--- src/design/emos_pkg.sv ---
// Shared types and constants for the E-model MOS estimator.
// No dependencies; used by every module of the block.
package emos_pkg;

  localparam int DELAY_W   = 22;
  localparam int LOSS_W    = 17;
  localparam int CFG_W     = 15;
  localparam int CFG_IDX_W = 2;
  localparam int RATING_W  = 19;
  localparam int MOS_W     = 13;
  localparam int ID_W      = 18;
  localparam int QUO_W     = 15;
  localparam int NUM_W     = 38;
  localparam int DEN_W     = 24;
  localparam int DIV_STEPS = QUO_W;

  typedef enum logic [CFG_IDX_W-1:0] {
    CFG_EQUIP_IMP = 2'd0,
    CFG_LOSS_ROB  = 2'd1,
    CFG_ADVANTAGE = 2'd2,
    CFG_BASE_RATE = 2'd3
  } cfg_idx_t;

  localparam logic [CFG_W-1:0] IE_RESET   = 15'd1280;
  localparam logic [CFG_W-1:0] BPL_RESET  = 15'd2560;
  localparam logic [12:0]      ADV_RESET  = 13'd1280;
  localparam logic [CFG_W-1:0] RO_RESET   = 15'd23859;

  localparam logic [CFG_W-1:0]   IMP_CEIL_Q8 = 15'd24320;
  localparam logic [CFG_W-1:0]   BPL_MIN_Q8  = 15'd256;
  localparam logic [LOSS_W-1:0]  LOSS_FULL   = 17'd65536;
  localparam logic [DELAY_W-1:0] KNEE_US     = 22'd177300;
  localparam logic [31:0]        ID_ROUND    = 32'd7812;
  localparam logic [32:0]        ID_RECIP    = 33'd4503599628;

  localparam logic signed [20:0] RATING_MIN = -21'sd200000;
  localparam logic signed [20:0] RATING_MAX = 21'sd40000;

  localparam logic signed [RATING_W-1:0] R_TOP_Q8 = 19'sd25600;
  localparam logic signed [15:0] R_SIXTY_Q8 = 16'sd15360;
  localparam logic [15:0]        R_TOP_U16  = 16'd25600;
  localparam logic [31:0]        MOS_LIN_K  = 32'd2293760000;
  localparam logic [33:0]        MOS_HALF_DEN = 34'd8192000000;
  localparam logic [26:0]        MOS_RECIP  = 27'd70368745;
  localparam logic [MOS_W-1:0]   MOS_ONE_Q10 = 13'd1024;
  localparam logic [MOS_W-1:0]   MOS_TOP_Q10 = 13'd4608;

  typedef struct packed {
    logic [DELAY_W-1:0] delay_us;
    logic [LOSS_W-1:0]  loss_frac_q16;
  } in_t;

  typedef struct packed {
    logic signed [RATING_W-1:0] rating_q8;
    logic [MOS_W-1:0]           mos_q10;
  } out_t;

  typedef struct packed {
    logic [ID_W-1:0] id_q8;
    logic            ie_neg;
  } div_tag_t;

endpackage

--- src/design/emos_mos.sv ---
// Rating to mean opinion score pipeline: cubic, exact scaling, clamping.
// Five register stages; depends on emos_pkg.
module emos_mos (
  input  logic                                 clk,
  input  logic                                 rst_n,
  input  logic                                 in_vld,
  input  logic signed [emos_pkg::RATING_W-1:0] in_rating,
  output logic                                 out_vld,
  output emos_pkg::out_t                       out_res
);

  logic [14:0]        rr_w;
  logic signed [15:0] a_w;
  logic signed [31:0] p1_w;
  logic [15:0]        b_w;

  logic                                 va_r, lowa_r, higha_r;
  logic signed [emos_pkg::RATING_W-1:0] rata_r;
  logic [14:0]                          rra_r;
  logic signed [31:0]                   p1a_r;
  logic [15:0]                          ba_r;

  logic                                 vb_r, lowb_r, highb_r;
  logic signed [emos_pkg::RATING_W-1:0] ratb_r;
  logic signed [47:0]                   p2b_r;
  logic [45:0]                          linb_r;

  logic signed [48:0] t_w;
  logic signed [48:0] u_w;

  logic                                 vc_r, lowc_r, highc_r;
  logic signed [emos_pkg::RATING_W-1:0] ratc_r;
  logic [25:0]                          vq_r;

  logic                                 vd_r, lowd_r, highd_r;
  logic signed [emos_pkg::RATING_W-1:0] ratd_r;
  logic [52:0]                          prodd_r;

  logic [13:0]                 m_w;
  logic [emos_pkg::MOS_W-1:0]  mos_nxt;

  logic            out_vld_r;
  emos_pkg::out_t  out_r;

  assign rr_w = in_rating[14:0];
  assign a_w  = $signed({1'b0, rr_w}) - emos_pkg::R_SIXTY_Q8;
  assign p1_w = 32'(a_w) * 32'($signed({1'b0, rr_w}));
  assign b_w  = emos_pkg::R_TOP_U16 - {1'b0, rr_w};

  always_ff @(posedge clk) begin
    if (!rst_n) begin
      va_r <= 1'b0;
      vb_r <= 1'b0;
      vc_r <= 1'b0;
      vd_r <= 1'b0;
      out_vld_r <= 1'b0;
    end else begin
      va_r <= in_vld;
      vb_r <= va_r;
      vc_r <= vb_r;
      vd_r <= vc_r;
      out_vld_r <= vd_r;
    end
    lowa_r  <= in_rating[emos_pkg::RATING_W-1];
    higha_r <= (in_rating > emos_pkg::R_TOP_Q8);
    rata_r  <= in_rating;
    rra_r   <= rr_w;
    p1a_r   <= p1_w;
    ba_r    <= b_w;

    lowb_r  <= lowa_r;
    highb_r <= higha_r;
    ratb_r  <= rata_r;
    p2b_r   <= 48'(p1a_r) * 48'($signed({1'b0, ba_r}));
    linb_r  <= 46'(rra_r) * 46'(emos_pkg::MOS_LIN_K);

    lowc_r  <= lowb_r | (t_w[48] & ~highb_r);
    highc_r <= highb_r;
    ratc_r  <= ratb_r;
    vq_r    <= u_w[45:20];

    lowd_r  <= lowc_r;
    highd_r <= highc_r;
    ratd_r  <= ratc_r;
    prodd_r <= 53'(vq_r) * 53'(emos_pkg::MOS_RECIP);

    out_r.rating_q8 <= ratd_r;
    out_r.mos_q10   <= mos_nxt;
  end

  assign t_w = $signed({3'b000, linb_r}) + (49'(p2b_r) <<< 3) - 49'(p2b_r);
  assign u_w = t_w + $signed(49'(emos_pkg::MOS_HALF_DEN));

  assign m_w = 14'(prodd_r[52:40]) + 14'(emos_pkg::MOS_ONE_Q10);

  always_comb begin
    priority if (lowd_r) begin
      mos_nxt = emos_pkg::MOS_ONE_Q10;
    end else if (highd_r || (m_w > 14'(emos_pkg::MOS_TOP_Q10))) begin
      mos_nxt = emos_pkg::MOS_TOP_Q10;
    end else begin
      mos_nxt = m_w[emos_pkg::MOS_W-1:0];
    end
  end

  assign out_vld = out_vld_r;
  assign out_res = out_r;

endmodule

--- config.mk ---
export PLATFORM = sky130hd
export DESIGN_NAME = emos_mos
export DESIGN_NICKNAME = d
export VERILOG_FILES = /design/src/design/emos_pkg.sv /design/src/design/emos_mos.sv
export SDC_FILE = /design/constraint.sdc
export NUM_CORES = 2
export LEC_CHECK = 0
export BUFFER_PORTS_ARGS = -buffer_cell sky130_fd_sc_hd__buf_4
export CORE_AREA = 3 3 320 322
export DETAILED_ROUTE_END_ITERATION = 12
export DIE_AREA = 0 0 323 325
export HOLD_SLACK_MARGIN = 0.02
export MAX_ROUTING_LAYER = met4
export PLACE_DENSITY = 0.65
export SETUP_SLACK_MARGIN = 0.02
export SYNTH_ARGS = -nofsm -noshare
export SYNTH_HDL_FRONTEND = slang
export SYNTH_SLANG_ARGS = --single-unit
--- constraint.sdc ---
create_clock -name clk -period 16.41 [get_ports clk]
set_input_delay 1.641 -clock clk [delete_from_list [all_inputs] [get_ports clk]]
set_output_delay 1.641 -clock clk [all_outputs]
set_load 0.005 [all_outputs]
==> flow_summary.ini <==
[clock_tree]
insertion_delay_ns = 0.58
cts_buffers = 35
h-tree-depth = 2
post_cts_resize_count = 0
post_cts_buffers = 0
clkTransAtPathRegs_ns = 0.06
cts_tree = built
postCtsHoldBufs = 0
cts_sinks = 276
clock_path_buffers = 3
clock_tree.root_cell = clkbuf_16

[finish]
drive_above_1_share_pct = 3.53
num_antenna_cells = 0
fillers = 9179
ff_latch_area_um2 = 5540
area_delta_synth_final_pct = 5.64
multi_input_area_um2 = 38100
nets = 6949

[timing]
timing.hold.ws_ns = 0.322
min_period_ns = 8.64
drv_slew = 0
clock_skew_ns = 0.0387
worstMarginPinSlew_ns = 1.16
fin_crit_sh_pct = 52.7
setup_viol = 0
hold_violations = 0
clock.fmax_mhz = 116
relSlewSlack_pct = 20.4
fin_setup_tns_ns = 0
rsz0062_at_grt = no

[floorplanning]
ioPinCount = 55
start_util_pct = 50.0
die_y_um = 325
dieWidth_um = 323
design.die.area_um2 = 105000
coreArea_um2 = 99900
num_rows = 116

[worst_setup_path]
worstSetupPathType = input port to flip-flop
crit_chain = buf_4, clkinv_1, ha_1, nand2_1, fa_1, inv_1, fa_1, fa_1, fa_1, inv_1, fa_1, inv_1, fa_1, ha_1, and3_1, a22o_1, or3_1, o2111a_1, o21ai_0, a211oi_1, o31a_1, a21oi_1, o21ai_0, xor2_1
path_buf_inv = 5
cpMaxStageDelayCell = ha_1
critPathArrivalTime_ns = 9.09
end_kind = flip-flop
crit_family = adder cells
critPathRequiredTime_ns = 16.85
slowest_delay_ns = 0.73
cp-start-kind = input port
path_common_cell = fa_1
path_max_fanout = 29

[global_routing]
grt.overflow.total = 0
grt_pass1_wl_um = 194000
busiest_layer = met2
grt_max_degree = 50
met2_usage_pct = 40.6
gr-usage-met1_pct = 29.9
antenna_found_initial = 0
met3_usage_pct = 2.35
grt_pass1_vias = 38000
grtUsageTotal_pct = 23.9

[route]
ant_nets = 0
dr_total_vias = 33700
drt-pass1-iter-count = 6
vias_per_cell = 5.09
drc = 0
wl_per_cell_um = 17.2
drt_iter0_drc = 1522
routed_wl_um = 114000

[synth]
yosysSeqAreaShare_pct = 11.1
syn_inst = 5314
synth_seq_cells = 276
syn_area_um2 = 49900
yosysWarnings = 0
syn_area_per_cell_um2 = 9.39
synth_edf_count = 0
async_flop_share_pct = 0
synth_cell_type_count = 92
ys.flop_type = dfxtp_1

[outcome]
status = complete, no violations

[worst_hold_path]
min_path_type = flip-flop to flip-flop

[place]
gp_congestion = 0.941
hpwl_um = 93800
numPortBuffers = 54

[job]
drv_cap = 0
-- cell type report --
type                    count  area share, %
repair buffers             66          0.940
well taps                1298           3.08
inverters                1536           10.9
flip-flops and latches    276           10.5
clock buffers              42           1.79
multi-input cells        3380           72.2
clock inverters            22          0.513
-- kinds of logic after synthesis --
logic type	synth area share (%)
AO/OA/AOI/OAI	5.87
XOR/XNOR	2.98
adder cells (fa/ha/maj)	56.1
buffers and inverters	12.7
flip-flops	11.1
multiplexers	0.160
other	0.0150
AND/OR/NAND/NOR	11.1
-- metal layers --
| metal | share of wire [%] | wire [µm] |
|---|---|---|
| met5 | 0 | 0 |
| met4 | 3.9 | 4420 |
| met3 | 3.8 | 4370 |
| met2 | 49 | 56100 |
| met1 | 43 | 48800 |
-- stage by stage --
stage | setup WS [ns] | std cells | area, µm² | utilization [%]
floorplan | 7.86 | 5323 | 49900 | -
global placement | 7.36 | 6556 | 51500 | 51.6
detailed placement | 7.26 | 6556 | 51500 | 51.6
CTS | 7.85 | 6620 | 52700 | 52.8
global route | 7.30 | 6620 | 52700 | 52.8
finish | 7.77 | 6620 | 52700 | 52.8
-- Yosys cell counts, types with 18 or more instances --
cell type  count  area, µm²
a21o_1        68        510
a21oi_1      144        721
a31oi_1       18        113
and2_1       250       1560
and3_1        19        119
clkbuf_1     118        443
dfxtp_1      276       5530
fa_1        1012      20300
ha_1         620       7760
inv_1       1532       5750
nand2_1      486       1820
nand2b_1      24        150
nand3_1       35        175
nand4_1       39        244
nor2_1       105        394
nor2b_1       32        200
nor3_1        45        225
o21ai_0       56        280
o21bai_1      26        195
xnor2_1      119       1040
xor2_1        49        429
-- worst reg2reg max path, delay by kind of cell, from the launching register on --
kind	cells	cell delay, ns
adders and majority gates	7	3.42
xor gates and xnor gates	1	0.20
DFF	1	0.99
AOI/OAI and AO/OA	4	1.77
and+or+nand+nor	7	1.42
buffers and inverters	3	0.16
-- cells in the final DEF (no fill, tap or decap), types with 13 or more instances in the layout --
| master | count |
|---|---|
| nor2b_1 | 32 |
| nor4_1 | 13 |
| dfxtp_2 | 13 |
| xor2_1 | 49 |
| inv_1 | 1532 |
| nand4_1 | 39 |
| clkbuf_16 | 35 |
| nor2_1 | 105 |
| or2_2 | 17 |
| nand3_1 | 35 |
| nand2b_1 | 24 |
| buf_4 | 66 |
| a31oi_1 | 18 |
| a211oi_1 | 17 |
| ha_1 | 620 |
| xnor2_1 | 119 |
| nand2_1 | 486 |
| and2_1 | 250 |
| o21bai_1 | 26 |
| fa_1 | 1012 |
| a21o_1 | 68 |
| and3_1 | 19 |
| o21ai_0 | 56 |
| nor3_1 | 45 |
| dfxtp_1 | 263 |
| a21oi_1 | 144 |
-- sequential cells by signal, summed over array words and instances, names as in the netlist, 17 cells and up --
name	count
ratc_r	19
p2b_r	48
p1a_r	30
ratb_r	17
linb_r	26
out_res	32
ratd_r	19
vq_r	26
-- final timing paths --
path / from / slack [ns] / end / depth (start not counted)
setup / recovery: in_rating[10] / 7.77 / p1a_r[30] / 24
hold / removal: ratd_r[7] / 0.32 / out_res[20] / 0
setup reg to reg: ba_r[9] / 8.35 / p2b_r[45] / 22
hold reg to reg: ratd_r[7] / 0.32 / out_res[20] / 0
Power is left out: the tool's default activity adds up to more than one toggle a clock period on the data nets, which glitch-free logic cannot reach.
